File: src/sv/pulse_charge_sequencer_top_assert.svh
// ----------------------------------------------------------------------------
// Pulse charge sequencer assertion macros
// Shorthand for the concurrent checks at the end of the sequencer top level.
// ----------------------------------------------------------------------------
`ifndef PULSE_CHARGE_SEQUENCER_TOP_ASSERT_SVH
`define PULSE_CHARGE_SEQUENCER_TOP_ASSERT_SVH

// The consequent must hold in the same cycle as the antecedent.
`define PCS_ASSERT_SAME(label, ante, cons) \
   label: assert property (@(posedge clock) disable iff (reset) (ante) |-> (cons)) \
      else $error("pulse charge sequencer: same-cycle check failed");

// The consequent must hold in the cycle after the antecedent.
`define PCS_ASSERT_NEXT(label, ante, cons) \
   label: assert property (@(posedge clock) disable iff (reset) (ante) |=> (cons)) \
      else $error("pulse charge sequencer: next-cycle check failed");

`endif

File: src/sv/pcs_pkg.sv
// ----------------------------------------------------------------------------
// Pulse charge sequencer package
// Field widths, command, status, mode and register codes shared by the block.
// ----------------------------------------------------------------------------
package pcs_pkg;

   localparam int MS_W      = 15;
   localparam int VOLT_W    = 16;
   localparam int KIND_W    = 2;
   localparam int STATUS_W  = 2;
   localparam int PHASE_W   = 4;
   localparam int CSR_IDX_W = 3;
   localparam int CSR_DAT_W = 16;

   // Discharge test: phases 0..LAST_SLICE are slices of period / 10.
   localparam logic [PHASE_W-1:0] LAST_SLICE = 4'd9;

   // Division by ten as a reciprocal multiply: x / 10 = (x * 52429) >> 19,
   // exact for every 15-bit x.
   localparam int              DIV10_SHIFT = 19;
   localparam int              DIV10_PROD_W = MS_W + 16;
   localparam logic [15:0]     DIV10_RECIP = 16'd52429;

   localparam logic [VOLT_W-1:0] CUTOFF_RESET = 16'd10500;

   // The last code is not a command; an item carrying it changes nothing.
   typedef enum logic [KIND_W-1:0] {
      KIND_TICK   = 2'd0,
      KIND_START  = 2'd1,
      KIND_STOP   = 2'd2,
      KIND_UNUSED = 2'd3
   } kind_type;

   typedef enum logic [STATUS_W-1:0] {
      STATUS_GOOD         = 2'd0,
      STATUS_BUSY         = 2'd1,
      STATUS_UNCONFIGURED = 2'd2
   } status_type;

   typedef enum logic [1:0] {
      MODE_DEFAULT   = 2'd0,
      MODE_ONE       = 2'd1,
      MODE_DISCHARGE = 2'd2,
      MODE_UNUSED    = 2'd3
   } mode_type;

   // The unused selection drives no pin, the same as none.
   typedef enum logic [1:0] {
      BAT_NONE   = 2'd0,
      BAT_ONE    = 2'd1,
      BAT_TWO    = 2'd2,
      BAT_UNUSED = 2'd3
   } battery_type;

   typedef enum logic [PHASE_W-1:0] {
      PHASE_CHARGE_ON     = 4'd0,
      PHASE_CHARGE_OFF    = 4'd1,
      PHASE_DISCHARGE_ON  = 4'd2,
      PHASE_DISCHARGE_OFF = 4'd3
   } charge_phase_type;

   typedef enum logic [CSR_IDX_W-1:0] {
      REG_PERIOD         = 3'd0,
      REG_POSITIVE       = 3'd1,
      REG_NEGATIVE       = 3'd2,
      REG_NEED_DISCHARGE = 3'd3,
      REG_CHARGE_MODE    = 3'd4,
      REG_BATTERY_SELECT = 3'd5,
      REG_CUTOFF         = 3'd6
   } csr_index_type;

endpackage

File: src/sv/pcs_req_if.sv
// ----------------------------------------------------------------------------
// Pulse charge sequencer request channel
// Valid/ready channel that carries one command item with battery readings.
// ----------------------------------------------------------------------------
interface pcs_req_if;

   logic                          valid;
   logic                          ready;
   logic [pcs_pkg::KIND_W-1:0]    kind;
   logic [pcs_pkg::VOLT_W-1:0]    volt_one_mv;
   logic [pcs_pkg::VOLT_W-1:0]    volt_two_mv;

   modport source (output valid, output kind, output volt_one_mv, output volt_two_mv,
                   input ready);
   modport sink   (input valid, input kind, input volt_one_mv, input volt_two_mv,
                   output ready);

endinterface

File: src/sv/pcs_rsp_if.sv
// ----------------------------------------------------------------------------
// Pulse charge sequencer response channel
// Valid/ready channel that carries switch levels and status after each item.
// ----------------------------------------------------------------------------
interface pcs_rsp_if;

   logic                          valid;
   logic                          ready;
   logic                          charge_pin_one;
   logic                          charge_pin_two;
   logic                          discharge_pin_one;
   logic                          discharge_pin_two;
   logic                          running;
   logic [pcs_pkg::STATUS_W-1:0]  status;

   modport source (output valid, output charge_pin_one, output charge_pin_two,
                   output discharge_pin_one, output discharge_pin_two,
                   output running, output status, input ready);
   modport sink   (input valid, input charge_pin_one, input charge_pin_two,
                   input discharge_pin_one, input discharge_pin_two,
                   input running, input status, output ready);

endinterface

File: src/sv/pulse_charge_sequencer_top.sv
// ----------------------------------------------------------------------------
// Pulse charge sequencer
// Millisecond tick sequencer that pulse-charges one of two batteries or runs a
// discharge test on one of them, with start, stop and tick command items.
// ----------------------------------------------------------------------------
//
//   Channel   Direction  Handshake        Contents
//   req_bus   in         valid / ready    kind, volt_one_mv, volt_two_mv
//   rsp_bus   out        valid / ready    four switch levels, running, status
//   csr_*     in         write enable     register index, write data
//
// The sequencer state and the response of an item are written at the edge that
// accepts the item, so the response is on rsp_bus in the following cycle. A new
// item is taken in every cycle while the response is being taken. A stalled
// response holds the request side (req_bus.ready low) until it is taken.
// Reset (synchronous, active high) stops the sequence, clears all switches and
// loads the register reset values, with the cutoff at 10500 mV.
// ----------------------------------------------------------------------------

`include "pulse_charge_sequencer_top_assert.svh"

module pulse_charge_sequencer_top (
   input  logic                              clock,
   input  logic                              reset,
   pcs_req_if.sink                           req_bus,
   pcs_rsp_if.source                         rsp_bus,
   input  logic                              csr_we,
   input  logic [pcs_pkg::CSR_IDX_W-1:0]     csr_index,
   input  logic [pcs_pkg::CSR_DAT_W-1:0]     csr_wdata
);

   // Configuration registers.
   logic [pcs_pkg::MS_W-1:0]    period_ms_ff;
   logic [pcs_pkg::MS_W-1:0]    positive_ms_ff;
   logic [pcs_pkg::MS_W-1:0]    negative_ms_ff;
   logic                        need_discharge_pulse_ff;
   logic [1:0]                  charge_mode_ff;
   logic [1:0]                  battery_select_ff;
   logic [pcs_pkg::VOLT_W-1:0]  cutoff_mv_ff;

   // Sequencer state and its next values.
   logic                         active_ff,           active_in;
   logic [pcs_pkg::PHASE_W-1:0]  phase_ff,            phase_in;
   logic [pcs_pkg::MS_W-1:0]     wait_count_ff,       wait_count_in;
   logic [1:0]                   charge_levels_ff,    charge_levels_in;
   logic [1:0]                   discharge_levels_ff, discharge_levels_in;
   logic [pcs_pkg::STATUS_W-1:0] status_ff,           status_in;
   logic                         rsp_valid_ff,        rsp_valid_in;

   logic                              req_accept;
   logic [1:0]                        sel_bits;
   logic [pcs_pkg::DIV10_PROD_W-1:0]  slice_prod;
   logic [pcs_pkg::MS_W-1:0]          slice_ms;
   logic [pcs_pkg::MS_W-1:0]          gap_positive_ms;
   logic [pcs_pkg::MS_W-1:0]          gap_negative_ms;
   logic                              below_cutoff;

   // The response register is freed by the consumer in the same cycle, so the
   // request side keeps flowing as long as responses are taken.
   assign req_bus.ready = !rsp_valid_ff || rsp_bus.ready;
   assign req_accept    = req_bus.valid && req_bus.ready;

   // One-hot switch mask of the selected battery; no battery drives no pin.
   always_comb begin
      unique case (battery_select_ff)
         pcs_pkg::BAT_ONE: sel_bits = 2'b01;
         pcs_pkg::BAT_TWO: sel_bits = 2'b10;
         default:          sel_bits = 2'b00;
      endcase
   end

   // Slice length of the discharge test, period / 10 by reciprocal multiply.
   assign slice_prod = pcs_pkg::DIV10_PROD_W'(period_ms_ff)
                     * pcs_pkg::DIV10_PROD_W'(pcs_pkg::DIV10_RECIP);
   assign slice_ms   = pcs_pkg::MS_W'(slice_prod >> pcs_pkg::DIV10_SHIFT);

   // Off times after each pulse, saturated at zero.
   assign gap_positive_ms = (period_ms_ff > positive_ms_ff) ?
                            period_ms_ff - positive_ms_ff : '0;
   assign gap_negative_ms = (period_ms_ff > negative_ms_ff) ?
                            period_ms_ff - negative_ms_ff : '0;

   assign below_cutoff =
      (battery_select_ff == pcs_pkg::BAT_ONE && req_bus.volt_one_mv <= cutoff_mv_ff) ||
      (battery_select_ff == pcs_pkg::BAT_TWO && req_bus.volt_two_mv <= cutoff_mv_ff);

   // Next state for one item. A phase action runs on a tick of an active run when the
   // wait count has run down to zero; the count is then loaded with delay minus one (zero for a zero delay).
   always_comb begin
      logic [pcs_pkg::MS_W-1:0]    delay;
      logic [pcs_pkg::PHASE_W-1:0] eff_phase;

      delay               = '0;
      eff_phase           = phase_ff;
      active_in           = active_ff;
      phase_in            = phase_ff;
      wait_count_in       = wait_count_ff;
      charge_levels_in    = charge_levels_ff;
      discharge_levels_in = discharge_levels_ff;
      status_in           = pcs_pkg::STATUS_GOOD;

      unique case (req_bus.kind)
         pcs_pkg::KIND_TICK: begin
            if (active_ff && charge_mode_ff != pcs_pkg::MODE_UNUSED) begin
               if (wait_count_ff == '0) begin
                  if (charge_mode_ff == pcs_pkg::MODE_DISCHARGE) begin
                     // Even slices switch the discharge path on, odd slices off.
                     if (!phase_ff[0]) begin
                        discharge_levels_in = discharge_levels_ff | sel_bits;
                     end else begin
                        discharge_levels_in = discharge_levels_ff & ~sel_bits;
                     end
                     if (phase_ff < pcs_pkg::LAST_SLICE) begin
                        phase_in = phase_ff + 1'b1;
                        delay    = slice_ms;
                     end else begin
                        // End of the test cycle: a full period of rest, and the
                        // run ends once the battery is at or below the cutoff.
                        phase_in = '0;
                        delay    = period_ms_ff;
                        if (below_cutoff) begin
                           active_in = 1'b0;
                        end
                     end
                  end else begin
                     // Without a discharge pulse the cycle wraps after charging.
                     if (phase_ff == pcs_pkg::PHASE_DISCHARGE_ON && !need_discharge_pulse_ff) begin
                        eff_phase = pcs_pkg::PHASE_CHARGE_ON;
                     end
                     unique case (eff_phase)
                        pcs_pkg::PHASE_CHARGE_ON: begin
                           charge_levels_in = charge_levels_ff | sel_bits;
                           phase_in         = pcs_pkg::PHASE_CHARGE_OFF;
                           delay            = positive_ms_ff;
                        end
                        pcs_pkg::PHASE_CHARGE_OFF: begin
                           charge_levels_in = charge_levels_ff & ~sel_bits;
                           phase_in         = pcs_pkg::PHASE_DISCHARGE_ON;
                           delay            = gap_positive_ms;
                        end
                        pcs_pkg::PHASE_DISCHARGE_ON: begin
                           discharge_levels_in = discharge_levels_ff | sel_bits;
                           phase_in            = pcs_pkg::PHASE_DISCHARGE_OFF;
                           delay               = negative_ms_ff;
                        end
                        default: begin
                           // Discharge off, and any phase left over from the
                           // discharge test behaves the same way.
                           discharge_levels_in = discharge_levels_ff & ~sel_bits;
                           phase_in            = pcs_pkg::PHASE_CHARGE_ON;
                           delay               = gap_negative_ms;
                        end
                     endcase
                  end
                  wait_count_in = (delay == '0) ? '0 : delay - 1'b1;
               end else begin
                  wait_count_in = wait_count_ff - 1'b1;
               end
            end
         end
         pcs_pkg::KIND_START: begin
            if (active_ff) begin
               status_in = pcs_pkg::STATUS_BUSY;
            end else if (period_ms_ff == '0 || positive_ms_ff == '0 ||
                         negative_ms_ff == '0) begin
               status_in = pcs_pkg::STATUS_UNCONFIGURED;
            end else begin
               active_in     = 1'b1;
               wait_count_in = '0;
            end
         end
         pcs_pkg::KIND_STOP: begin
            active_in           = 1'b0;
            phase_in            = '0;
            wait_count_in       = '0;
            charge_levels_in    = '0;
            discharge_levels_in = '0;
         end
         default: begin
         end
      endcase
   end

   always_comb begin
      if (req_accept) begin
         rsp_valid_in = 1'b1;
      end else if (rsp_bus.ready) begin
         rsp_valid_in = 1'b0;
      end else begin
         rsp_valid_in = rsp_valid_ff;
      end
   end

   always_ff @(posedge clock) begin
      if (reset) begin
         active_ff           <= 1'b0;
         phase_ff            <= '0;
         wait_count_ff       <= '0;
         charge_levels_ff    <= '0;
         discharge_levels_ff <= '0;
         status_ff           <= pcs_pkg::STATUS_GOOD;
         rsp_valid_ff        <= 1'b0;
      end else begin
         rsp_valid_ff <= rsp_valid_in;
         if (req_accept) begin
            active_ff           <= active_in;
            phase_ff            <= phase_in;
            wait_count_ff       <= wait_count_in;
            charge_levels_ff    <= charge_levels_in;
            discharge_levels_ff <= discharge_levels_in;
            status_ff           <= status_in;
         end
      end
   end

   // Configuration writes; an index beyond the register list is ignored.
   always_ff @(posedge clock) begin
      if (reset) begin
         period_ms_ff            <= '0;
         positive_ms_ff          <= '0;
         negative_ms_ff          <= '0;
         need_discharge_pulse_ff <= 1'b0;
         charge_mode_ff          <= pcs_pkg::MODE_DEFAULT;
         battery_select_ff       <= pcs_pkg::BAT_NONE;
         cutoff_mv_ff            <= pcs_pkg::CUTOFF_RESET;
      end else if (csr_we) begin
         unique case (csr_index)
            pcs_pkg::REG_PERIOD:         period_ms_ff   <= csr_wdata[pcs_pkg::MS_W-1:0];
            pcs_pkg::REG_POSITIVE:       positive_ms_ff <= csr_wdata[pcs_pkg::MS_W-1:0];
            pcs_pkg::REG_NEGATIVE:       negative_ms_ff <= csr_wdata[pcs_pkg::MS_W-1:0];
            pcs_pkg::REG_NEED_DISCHARGE: need_discharge_pulse_ff <= csr_wdata[0];
            pcs_pkg::REG_CHARGE_MODE:    charge_mode_ff    <= csr_wdata[1:0];
            pcs_pkg::REG_BATTERY_SELECT: battery_select_ff <= csr_wdata[1:0];
            pcs_pkg::REG_CUTOFF:         cutoff_mv_ff      <= csr_wdata;
            default: begin
            end
         endcase
      end
   end

   // The response shows the state after the last accepted item.
   assign rsp_bus.valid             = rsp_valid_ff;
   assign rsp_bus.charge_pin_one    = charge_levels_ff[0];
   assign rsp_bus.charge_pin_two    = charge_levels_ff[1];
   assign rsp_bus.discharge_pin_one = discharge_levels_ff[0];
   assign rsp_bus.discharge_pin_two = discharge_levels_ff[1];
   assign rsp_bus.running           = active_ff;
   assign rsp_bus.status            = status_ff;

   // Every accepted item leaves a response behind.
   `PCS_ASSERT_NEXT(a_rsp_after_accept, req_accept, rsp_valid_ff)

   // A stop leaves the sequencer idle with every switch open.
   `PCS_ASSERT_NEXT(a_stop_clears,
      req_accept && req_bus.kind == pcs_pkg::KIND_STOP,
      !active_ff && charge_levels_ff == 2'b00 && discharge_levels_ff == 2'b00)

   // A start refused because the run is going does not disturb it.
   `PCS_ASSERT_NEXT(a_busy_start_keeps_run,
      req_accept && req_bus.kind == pcs_pkg::KIND_START && active_ff,
      active_ff && status_ff == pcs_pkg::STATUS_BUSY)

   // Between phase actions the wait count only counts down by one per tick.
   `PCS_ASSERT_NEXT(a_wait_counts_down,
      req_accept && req_bus.kind == pcs_pkg::KIND_TICK && active_ff &&
      charge_mode_ff != pcs_pkg::MODE_UNUSED && wait_count_ff != '0,
      wait_count_ff == $past(wait_count_ff) - 1'b1)

   // The phase never runs past the last discharge slice.
   `PCS_ASSERT_SAME(a_phase_in_range, 1'b1, phase_ff <= pcs_pkg::LAST_SLICE)

endmodule

File: src/flat_wrapper.sv
// flat-port wrapper written by rule: the top's interface ports become plain ports
module pulse_charge_sequencer_top_flat 
  (clock, reset, csr_we, csr_index, csr_wdata, req_bus_valid, req_bus_kind, req_bus_volt_one_mv, req_bus_volt_two_mv, req_bus_ready, rsp_bus_valid, rsp_bus_charge_pin_one, rsp_bus_charge_pin_two, rsp_bus_discharge_pin_one, rsp_bus_discharge_pin_two, rsp_bus_running, rsp_bus_status, rsp_bus_ready);
  pcs_req_if req_bus_i ();
  pcs_rsp_if rsp_bus_i ();
  input  logic clock;
  input  logic reset;
  input  logic csr_we;
  input  logic [pcs_pkg::CSR_IDX_W-1:0] csr_index;
  input  logic [pcs_pkg::CSR_DAT_W-1:0] csr_wdata;
  input wire logic [$bits(req_bus_i.valid)-1:0] req_bus_valid;
  input wire logic [$bits(req_bus_i.kind)-1:0] req_bus_kind;
  input wire logic [$bits(req_bus_i.volt_one_mv)-1:0] req_bus_volt_one_mv;
  input wire logic [$bits(req_bus_i.volt_two_mv)-1:0] req_bus_volt_two_mv;
  output wire logic [$bits(req_bus_i.ready)-1:0] req_bus_ready;
  output wire logic [$bits(rsp_bus_i.valid)-1:0] rsp_bus_valid;
  output wire logic [$bits(rsp_bus_i.charge_pin_one)-1:0] rsp_bus_charge_pin_one;
  output wire logic [$bits(rsp_bus_i.charge_pin_two)-1:0] rsp_bus_charge_pin_two;
  output wire logic [$bits(rsp_bus_i.discharge_pin_one)-1:0] rsp_bus_discharge_pin_one;
  output wire logic [$bits(rsp_bus_i.discharge_pin_two)-1:0] rsp_bus_discharge_pin_two;
  output wire logic [$bits(rsp_bus_i.running)-1:0] rsp_bus_running;
  output wire logic [$bits(rsp_bus_i.status)-1:0] rsp_bus_status;
  input wire logic [$bits(rsp_bus_i.ready)-1:0] rsp_bus_ready;
  assign req_bus_i.valid = req_bus_valid;
  assign req_bus_i.kind = req_bus_kind;
  assign req_bus_i.volt_one_mv = req_bus_volt_one_mv;
  assign req_bus_i.volt_two_mv = req_bus_volt_two_mv;
  assign req_bus_ready = req_bus_i.ready;
  assign rsp_bus_valid = rsp_bus_i.valid;
  assign rsp_bus_charge_pin_one = rsp_bus_i.charge_pin_one;
  assign rsp_bus_charge_pin_two = rsp_bus_i.charge_pin_two;
  assign rsp_bus_discharge_pin_one = rsp_bus_i.discharge_pin_one;
  assign rsp_bus_discharge_pin_two = rsp_bus_i.discharge_pin_two;
  assign rsp_bus_running = rsp_bus_i.running;
  assign rsp_bus_status = rsp_bus_i.status;
  assign rsp_bus_i.ready = rsp_bus_ready;
  pulse_charge_sequencer_top u_core (.clock(clock), .reset(reset), .req_bus(req_bus_i), .rsp_bus(rsp_bus_i), .csr_we(csr_we), .csr_index(csr_index), .csr_wdata(csr_wdata));
endmodule
File: config.mk
export PLATFORM = sky130hd
export DESIGN_NAME = pulse_charge_sequencer_top_flat
export DESIGN_NICKNAME = d
export VERILOG_FILES = /design/src/sv/pcs_pkg.sv /design/src/sv/pcs_req_if.sv /design/src/sv/pcs_rsp_if.sv /design/src/sv/pulse_charge_sequencer_top.sv /design/src/flat_wrapper.sv
export VERILOG_INCLUDE_DIRS = /design/src /design/src/sv
export SDC_FILE = /design/constraint.sdc
export NUM_CORES = 1
export LEC_CHECK = 0
export BUFFER_PORTS_ARGS = -buffer_cell sky130_fd_sc_hd__buf_2
export CELL_PAD_IN_SITES_DETAIL_PLACEMENT = 2
export CELL_PAD_IN_SITES_GLOBAL_PLACEMENT = 2
export CORE_UTILIZATION = 41
export DETAILED_ROUTE_END_ITERATION = 12
export PLACE_DENSITY = 0.92
export SLEW_MARGIN = 20
export SYNTH_ARGS = -nofsm -noshare
export SYNTH_HDL_FRONTEND = slang
export SYNTH_SLANG_ARGS = --single-unit
export TNS_END_PERCENT = 30
File: constraint.sdc
create_clock -name clock -period 15.5 [get_ports clock]
set_input_delay 3.1 -clock clock [delete_from_list [all_inputs] [get_ports clock]]
set_output_delay 3.1 -clock clock [all_outputs]
set_load 0.01 [all_outputs]
=== Word-level counts from Yosys, hierarchy flattened ===
Cells that the tools add are included.

* Memories kept: 0
* Bits in latches: 0
* Register bits: 93
* Bits in read-only memories: 0
* Logic and storage cells: 140
* Bits in writable memories: 0
* Output and inout port bits: 9
* Input port bits: 58

* Add/sub/neg operators: 5
* Shifts and indexed selects: 0
* Bitwise operators: 5
* Magnitude comparators: 5
* Multipliers: 1
* Div/mod/pow operators: 0
* Reduce and logical (&&, ||, !) cells: 35
* Mux-type cells: 50
* Equality and inequality tests: 25

{| class="wikitable"
|+ Operators by type and width
! operator !! number
|-
| 15-bit two-way mux || 12
|-
| 15-bit one-hot mux with 3 select lines || 2
|-
| 15-bit logical NOT || 5
|-
| 4-bit two-way mux || 9
|-
| 16-bit less-or-equal comparator || 2
|-
| 15-bit by 16-bit multiplier with 31-bit output (second input constant) || 1
|-
| 15-bit greater-than comparator || 2
|-
| 15-bit by 1-bit subtractor with 15-bit output (second input constant) || 2
|-
| 15-bit subtractor || 2
|-
| 2-bit two-way mux || 10
|-
| 2-bit one-hot mux with 2 select lines || 5
|-
| 2-bit AND reduction || 7
|-
| 2-bit != test (second input constant) || 5
|-
| 5-bit AND reduction || 2
|-
| 3-bit == test (second input constant) || 3
|-
| 1-bit two-way mux || 9
|-
| 4-bit by 2-bit == test with 1-bit output (second input constant) || 2
|-
| 2-bit by 1-bit != test with 1-bit output (second input constant) || 4
|-
| 4-bit one-hot mux with 2 select lines || 1
|-
| 7-bit AND reduction || 1
|-
| 2-bit == test (second input constant) || 3
|-
| 3-bit by 2-bit == test with 1-bit output (second input constant) || 2
|-
| 2-bit one-hot mux with 3 select lines || 1
|-
| 6-bit AND reduction || 1
|-
| other kinds (21) || 33
|}

=== Logic depth before layout (Yosys ltp) ===
Gate-level depths: netlist (run 1).

* Depth after elaboration: 18
* Mapped depth: 24
* Mapped depth without buffers: 24

=== Worst setup path before layout (run 1) ===
Ideal clock, no wire load.

* Kind: input to output
* Start: input rsp_bus_ready
* End: output req_bus_ready
* Required time: 12,400 ps
* Arrival: 3,294 ps
* Buffers on the path: 0
* Path slack: 9,106 ps
* Stages: 1
* Cell sequence: nand2b_1

* Longest elaborated chain between the ends: 1

{| class="wikitable"
|+ RTL lines
! element !! line !! source
|-
| start: declaration || flat_wrapper.sv:23 || <nowiki>input wire logic [$bits(rsp_bus_i.ready)-1:0] rsp_bus_ready;</nowiki>
|-
| 1-bit logical OR || pulse_charge_sequencer_top.sv:60 || <nowiki>assign req_bus.ready = !rsp_valid_ff || rsp_bus.ready;</nowiki>
|-
| end: declaration || flat_wrapper.sv:15 || <nowiki>output wire logic [$bits(req_bus_i.ready)-1:0] req_bus_ready;</nowiki>
|}

No other way between the ends.

=== Worst setup path in the final report (run 1) ===
* Start: register u_core.period_ms_ff[13] (netlist bit)
* End: register u_core.wait_count_ff[12] (netlist bit)

* Longest elaborated chain between the ends: 12
* Elaborated cells between the ends (all ways): 24
* Those cells by class: add/sub (3); mul (1); order compare (2); eq/ne (1); mux (12); reduce/logical (5)

{| class="wikitable"
|+ RTL lines
! element !! line !! source
|-
| start: declaration || pulse_charge_sequencer_top.sv:33 || <nowiki>logic [pcs_pkg::MS_W-1:0] period_ms_ff;</nowiki>
|-
| start signal: assignment || pulse_charge_sequencer_top.sv:228 || <nowiki>pcs_pkg::REG_PERIOD: period_ms_ff <= csr_wdata[pcs_pkg::MS_W-1:0];</nowiki>
|-
| parallel branches: the longest is 12 deep, another holds 15-bit by 16-bit multiplier with 31-bit output || n/a ||
|-
| end signal: assignment || pulse_charge_sequencer_top.sv:208 || <nowiki>wait_count_ff <= wait_count_in;</nowiki>
|-
| end: declaration || pulse_charge_sequencer_top.sv:44 || <nowiki>logic [pcs_pkg::MS_W-1:0] wait_count_ff, wait_count_in;</nowiki>
|}

Several ways; the timed one is not identified. The select of a mux whose other input is x is not followed.
A chain may end at the register's enable or synchronous reset.

==> results of run 1 <==
layout make-up:
| class | instances | area, um^2 | area share |
|---|---|---|---|
| Clock buffer | 10 | 229 | 0.0180 |
| Clock inverter | 6 | 47.5 | 0.00374 |
| Inverter | 186 | 698 | 0.0550 |
| Multi-Input combinational cell | 1166 | 9010 | 0.709 |
| Sequential cell | 93 | 1860 | 0.147 |
| Tap cell | 378 | 473 | 0.0372 |
| Timing Repair Buffer | 73 | 383 | 0.0301 |
worst paths after layout:
| check | from | end | slack (ns) | cells past startpoint |
|---|---|---|---|---|
| setup reg to reg | u_core.period_ms_ff[13] | u_core.wait_count_ff[12] | 7.28 | 21 |
| hold / removal | u_core.rsp_bus.status[0] | u_core.rsp_bus.status[0] | 0.46 | 2 |
| setup / recovery | u_core.period_ms_ff[13] | u_core.wait_count_ff[12] | 7.28 | 21 |
| hold reg to reg | u_core.rsp_bus.status[0] | u_core.rsp_bus.status[0] | 0.46 | 2 |
sequential cells by signal (all words and copies together), names as in the netlist:
register / flops
u_core.cutoff_mv_ff: 16
u_core.negative_ms_ff: 15
u_core.period_ms_ff: 15
u_core.positive_ms_ff: 15
u_core.wait_count_ff: 15
u_core.phase_ff: 4
u_core.battery_select_ff: 2
u_core.charge_levels_ff: 2
u_core.charge_mode_ff: 2
u_core.discharge_levels_ff: 2
u_core.rsp_bus.status: 2
u_core.need_discharge_pulse_ff: 1
u_core.rsp_bus.running: 1
u_core.rsp_bus.valid: 1
cells in the final DEF (no fill, tap or decap), drive strengths merged, types with 22 or more instances in the layout:
master,synthesis,layout
ha,189,189
inv,186,188
o211ai,25,25
nand3,36,36
nor2,64,64
o21ai,66,66
dfxtp,93,93
nor3,29,29
o21a,24,24
a21o,22,22
fa,61,61
a21oi,134,134
nand2,190,190
buf,9,73
cell families after synthesis:
group	after synthesis	share of synthesized area
AO/OA/AOI/OAI	408	0.233
XOR/XNOR	28	0.0209
adder cells (fa/ha/maj)	250	0.305
buffers and inverters	230	0.0744
flip-flops	93	0.159
multiplexers	9	0.00778
AND/OR/NAND/NOR	471	0.200
power groups by stage:
stage                     Clock, W  Sequential, W  Combinational [W]
after floorplan                  0       0.000265           0.000252
after global placement           0       0.000270           0.000343
after detailed placement         0       0.000272           0.000378
after CTS                 0.000227       0.000267           0.000392
after global routing      0.000235       0.000269           0.000426
final                     0.000227       0.000268           0.000403
per-layer routing:
metal  vias to the layer above  share of wire  track usage
li1                       5379              -            -
met1                      6407           0.38        0.444
met2                       536           0.49        0.698
met3                       225          0.064       0.0693
met4                         0          0.066        0.255
met5                         -              0            0
through the flow:
step,cells,util,setup slack (ns),instance area [um^2],power [W]
final,1912,0.453,7.28,12700,0.000898
after detailed placement,1896,0.444,7.57,12400,0.000650
after floorplan,1489,-,9.11,11700,0.000517
after global routing,1912,0.453,7.01,12700,0.000930
after CTS,1912,0.453,7.52,12700,0.000886
after global placement,1896,0.443,8.35,12400,0.000613
worst min-delay path, delay by kind of cell, from the launching register on:
family / cells / cell delay (ns)
AND/OR/NAND/NOR: 1 / 0.05
flip-flops: 1 / 0.31
AO/OA/AOI/OAI: 1 / 0.05
==> run_results.csv, run 1 <==
group,metric,value,unit
status,status,"finished, final reports clean",
synthesis,netlist_top_cells_area,"ha_1, dfxtp_1, fa_1",
cells_and_area,nets,1837,
power_and_ir_drop,ir_worst_vdd,50.8,uV
cells_and_area,drive_gt1_frac,0.0743,
timing,timing.setup.tns,0,ns
worst_setup_path,worstSetupEndpointType,"register",
synthesis,synth_edf_count,0,
flow_run,cap_violations,0,
worst_setup_path,cpMaxStageDelayCell,"or4_1",
floorplanning,die-width,171,um
clock_tree,cts_setup_buffers,0,
drt,vias,12500,
worst_setup_path,critPathTopFamily,"adder cells",
synthesis,synth_cell_type_count,87,
drt,ant_nets,0,
power_and_ir_drop,internal-power,0.000496,W
timing,max_freq,122,MHz
cells_and_area,synthToLayoutAreaGrowth,8.17,%
worst_setup_path,worst-path-buf-inv,4,
synthesis,synth.avg_cell_area,7.88,um^2
min_path,hold_path_class,"reg -> reg",
synthesis,seq_area_frac_synth,0.159,
synthesis,synth_common_cells,"ha_1, nand2_1, inv_1, a21oi_1, dfxtp_1",
synthesis,yosys_warnings,0,
clock_tree,cts_resized,0,
floorplanning,core_area,28000,um^2
clock_tree,cts_max_level,3,
clock_tree,cts_hold_buf,0,
timing,final.setup_skew,0.0156,ns
synthesis,synth_nets,1797,
drt,drt-initial-drc-count,1091,
clock_tree,clk_latency,0.38,ns
timing,rsz0062_at_grt,"no",
drt,vias_per_cell,6.56,
synthesis,syn-cell-area,11700,um^2
synthesis,ys_seq_elements,93,
clock_tree,cts_sinks,93,
drt,drc,0,
worst_setup_path,worstSetupPathType,"reg -> reg",
drt,wire_per_inst,29.6,um
timing,min_period_over_period,0.530,
power_and_ir_drop,p_seq_frac,0.299,
worst_setup_path,crit_top_cell,"fa_1",
clock_tree,cts_tree,"done",
placement,hpwl,43900,um
timing,slew_headroom,0.293,
clock_tree,cts-root-buf,"clkbuf_16",
timing,fin_hold_ws,0.457,ns
global_routing,grt_remaining_overflow,0,
worst_setup_path,cp_data_required_time,15.81,ns
power_and_ir_drop,pwr-share-clk,0.252,
worst_setup_path,crit_fanout,13,
clock_tree,clk_path_buf_depth,2,
timing,worst_slew_pin_slew,1.06,ns
floorplanning,rows,61,
floorplanning,die_area,29300,um^2
clock_tree,cts_inserted_buffers,9,
drt,wirelength,56600,um
global_routing,grt_antenna_before_repair,0,
cells_and_area,fill_cells,3200,
power_and_ir_drop,p_sw,0.000402,W
power_and_ir_drop,swShare,0.448,
clock_tree,clkSlewWorstSetupHoldPaths,0.08,ns
worst_setup_path,cp_cell_sequence,"inv_1 > ha_1 > fa_1 > fa_1 > fa_1 > inv_1 > fa_1 > inv_1 > fa_1 > inv_1 > ha_1 > nand4_1 > a211oi_1 > o211ai_1 > a211oi_1 > o21ai_0 > a32oi_1 > o21a_1 > nand3_1 > or4_1 > nand3_1",
timing,finalSetupViolations,0,
synthesis,synth_top_area_frac,0.201,
power_and_ir_drop,p_leak,5.91,nW
global_routing,grt_pass1_vias,14100,
synthesis,async_reset_ff_frac,0,
drt,firstDrtPassIters,5,
timing,finalHoldViolations,0,
worst_setup_path,worstPathArrival,8.52,ns
floorplanning,pin_count,67,
synthesis,yosys.area.top_type,"ha_1",
synthesis,syn_inst,1489,
placement,place.gp.congestion,0.959,
worst_setup_path,max_stage_delay,0.70,ns
timing,fin_crit,8.22,ns
timing,maxSlewViolCount,0,
floorplanning,die_h,171,um
synthesis,ys.flop_type,"dfxtp_1",
floorplanning,initial_core_util,0.419,
worst_setup_path,start_kind,"register",
power_and_ir_drop,pwr-share-comb,0.449,
global_routing,grt_pass1_wl,86400,um
global_routing,grt_max_degree,87,
placement,port-buffer-count,66,
global_routing,grt_use_total,0.398,
power_and_ir_drop,p_per_area,70.7,nW/um^2
cells_and_area,n_antenna_cell,0,
Note: power is estimated with default switching activity, not from simulation.
==> run 2, diff against run 1 <==
Settings changed: CORE_UTILIZATION 41 to 38, PLACE_DENSITY 0.92 to 0.86.
Clock period 15.5 ns to 7.7 ns, I/O delays scaled along.
==> run_results.csv, run 2 (synthesized netlist as in run 1, its figures left out) <==
group,metric,value,unit
placement,place.gp.congestion,0.920,
cells_and_area,seq_area,1860,um^2
clock_tree,cts_hold_buf,0,
floorplanning,core_area,30000,um^2
timing,max_freq,132,MHz
cells_and_area,multi_input_area,9030,um^2
worst_setup_path,worst-path-buf-inv,5,
timing,maxSlewViolCount,0,
drt,wire_per_inst,26.9,um
global_routing,grt_remaining_overflow,0,
cells_and_area,synthToLayoutAreaGrowth,9.39,%
drt,wirelength,52100,um
floorplanning,initial_core_util,0.391,
floorplanning,die-width,178,um
worst_setup_path,cp_data_required_time,8.00,ns
cells_and_area,layoutNonFillerInstCount,1937,
worst_setup_path,crit_top_cell,"fa_1",
drt,ant_nets,0,
floorplanning,die_h,178,um
worst_setup_path,cp_cell_sequence,"inv_1 > ha_1 > fa_1 > fa_1 > fa_1 > inv_1 > fa_1 > inv_1 > fa_1 > inv_1 > ha_1 > nand4_1 > a211oi_1 > o211ai_1 > buf_4 > a211oi_1 > o21ai_0 > a32oi_1 > o21a_1 > nand3_4 > or4_1 > nand3_1",
clock_tree,clkSlewWorstSetupHoldPaths,0.08,ns
drt,vias,12200,
min_path,hold_path_class,"reg -> reg",
floorplanning,pin_count,67,
timing,finalHoldViolations,0,
worst_setup_path,worstSetupEndpointType,"register",
worst_setup_path,start_kind,"register",
floorplanning,rows,63,
clock_tree,cts_sinks,93,
power_and_ir_drop,p_leak,5.99,nW
cells_and_area,final_core_util,0.428,
cells_and_area,fill_cells,3441,
global_routing,grt_pass1_wl,79300,um
timing,timing.setup.tns,0,ns
drt,firstDrtPassIters,5,
global_routing,grt_max_degree,77,
clock_tree,clk_latency,0.37,ns
power_and_ir_drop,power.total,0.00176,W
power_and_ir_drop,p_per_area,137,nW/um^2
clock_tree,cts-root-buf,"clkbuf_16",
drt,vias_per_cell,6.30,
clock_tree,cts_tree,"done",
timing,finalSetupViolations,0,
cells_and_area,top_register,"u_core.cutoff_mv_ff",
placement,port-buffer-count,66,
placement,hpwl,42200,um
placement,dp.cells,1918,
drt,drt-initial-drc-count,892,
timing,min_period_over_period,0.985,
timing,worst_slew_pin_slew,0.969,ns
status,status,"finished, final reports clean",
cells_and_area,largest_register_ffs,16,
worst_setup_path,critPathTopFamily,"adder cells",
worst_setup_path,max_stage_delay,0.60,ns
worst_setup_path,worstSetupPathType,"reg -> reg",
worst_setup_path,r2r_slack,0.11,ns
power_and_ir_drop,ir_worst_vdd,119,uV
global_routing,grt_pass1_vias,13400,
flow_run,cap_violations,0,
worst_setup_path,crit_fanout,13,
global_routing,grt_antenna_before_repair,0,
cells_and_area,drive_gt1_frac,0.0840,
timing,fin_crit,7.59,ns
clock_tree,clk_path_buf_depth,2,
timing,slew_headroom,0.352,
cells_and_area,layout_common_cells,"nand2_1, ha_1, inv_1, a21oi_1, dfxtp_1",
floorplanning,die_area,31600,um^2
timing,fin_hold_ws,0.464,ns
clock_tree,cts_max_level,3,
global_routing,grt_use_total,0.335,
worst_setup_path,worstPathArrival,7.88,ns
worst_setup_path,cpMaxStageDelayCell,"or4_1",
clock_tree,cts_inserted_buffers,9,
cells_and_area,nets,1850,
timing,final.setup_skew,0.0134,ns
drt,drc,0,
cells_and_area,n_antenna_cell,0,
## run 2: cell count changes in the layout (fill, tap and decap cells not counted), sizes merged
cell and delta:
buf +13, clkinv -2, clkinvlp -1, inv +3
## run 2: final timing paths
kind                            start                        to  cells past startpoint
min          u_core.rsp_bus.status[0]  u_core.rsp_bus.status[0]                      2
min reg2reg  u_core.rsp_bus.status[0]  u_core.rsp_bus.status[0]                      2
max           u_core.period_ms_ff[13]  u_core.wait_count_ff[12]                     22
max reg2reg   u_core.period_ms_ff[13]  u_core.wait_count_ff[12]                     22
## run 2: power breakdown
| part | internal (W) | switching [W] | total (W) |
|---|---|---|---|
| clock | 0.000226 | 0.000222 | 0.000449 |
| sequential | 0.000503 | 0.0000315 | 0.000534 |
| combinational | 0.000275 | 0.000505 | 0.000780 |
| total | 0.00100 | 0.000759 | 0.00176 |
## run 2: what timing repair did
item                                   in CTS  in global routing
gates resized for setup                     0                  5
endpoints found under the hold margin       0                  0
setup buffers                               0                  3
setup endpoints to repair                   0                 15
## run 2: layout make-up
cell class,instances,share of cell area
Multi-Input combinational cell,1166,0.703
Sequential cell,93,0.145
Inverter,186,0.0544
Tap cell,390,0.0380
Timing Repair Buffer,86,0.0374
Clock buffer,10,0.0178
Clock inverter,6,0.00409
## run 2: routing by layer
| metal | up-vias | GRT usage | share of wire |
|---|---|---|---|
| met3 | 148 | 0.0478 | 0.062 |
| li1 | 5409 | - | - |
| met2 | 480 | 0.587 | 0.49 |
| met1 | 6165 | 0.402 | 0.40 |
| met5 | - | 0 | 0 |
| met4 | 0 | 0.153 | 0.048 |
## run 2: worst min-delay path: cells and delay by family (launching register included)
kind               cells  cell delay, ns
AOI/OAI and AO/OA      1            0.05
DFF                    1            0.31
and+or+nand+nor        1            0.05
## run 2: stage by stage
stage	setup slack (ns)	area (um^2)
4_1_cts	0.116	12800
3_3_place_gp	0.720	12500
3_5_place_dp	0.145	12500
2_1_floorplan	1.45	11700
6_report	0.114	12800
5_1_grt	-0.101	12800
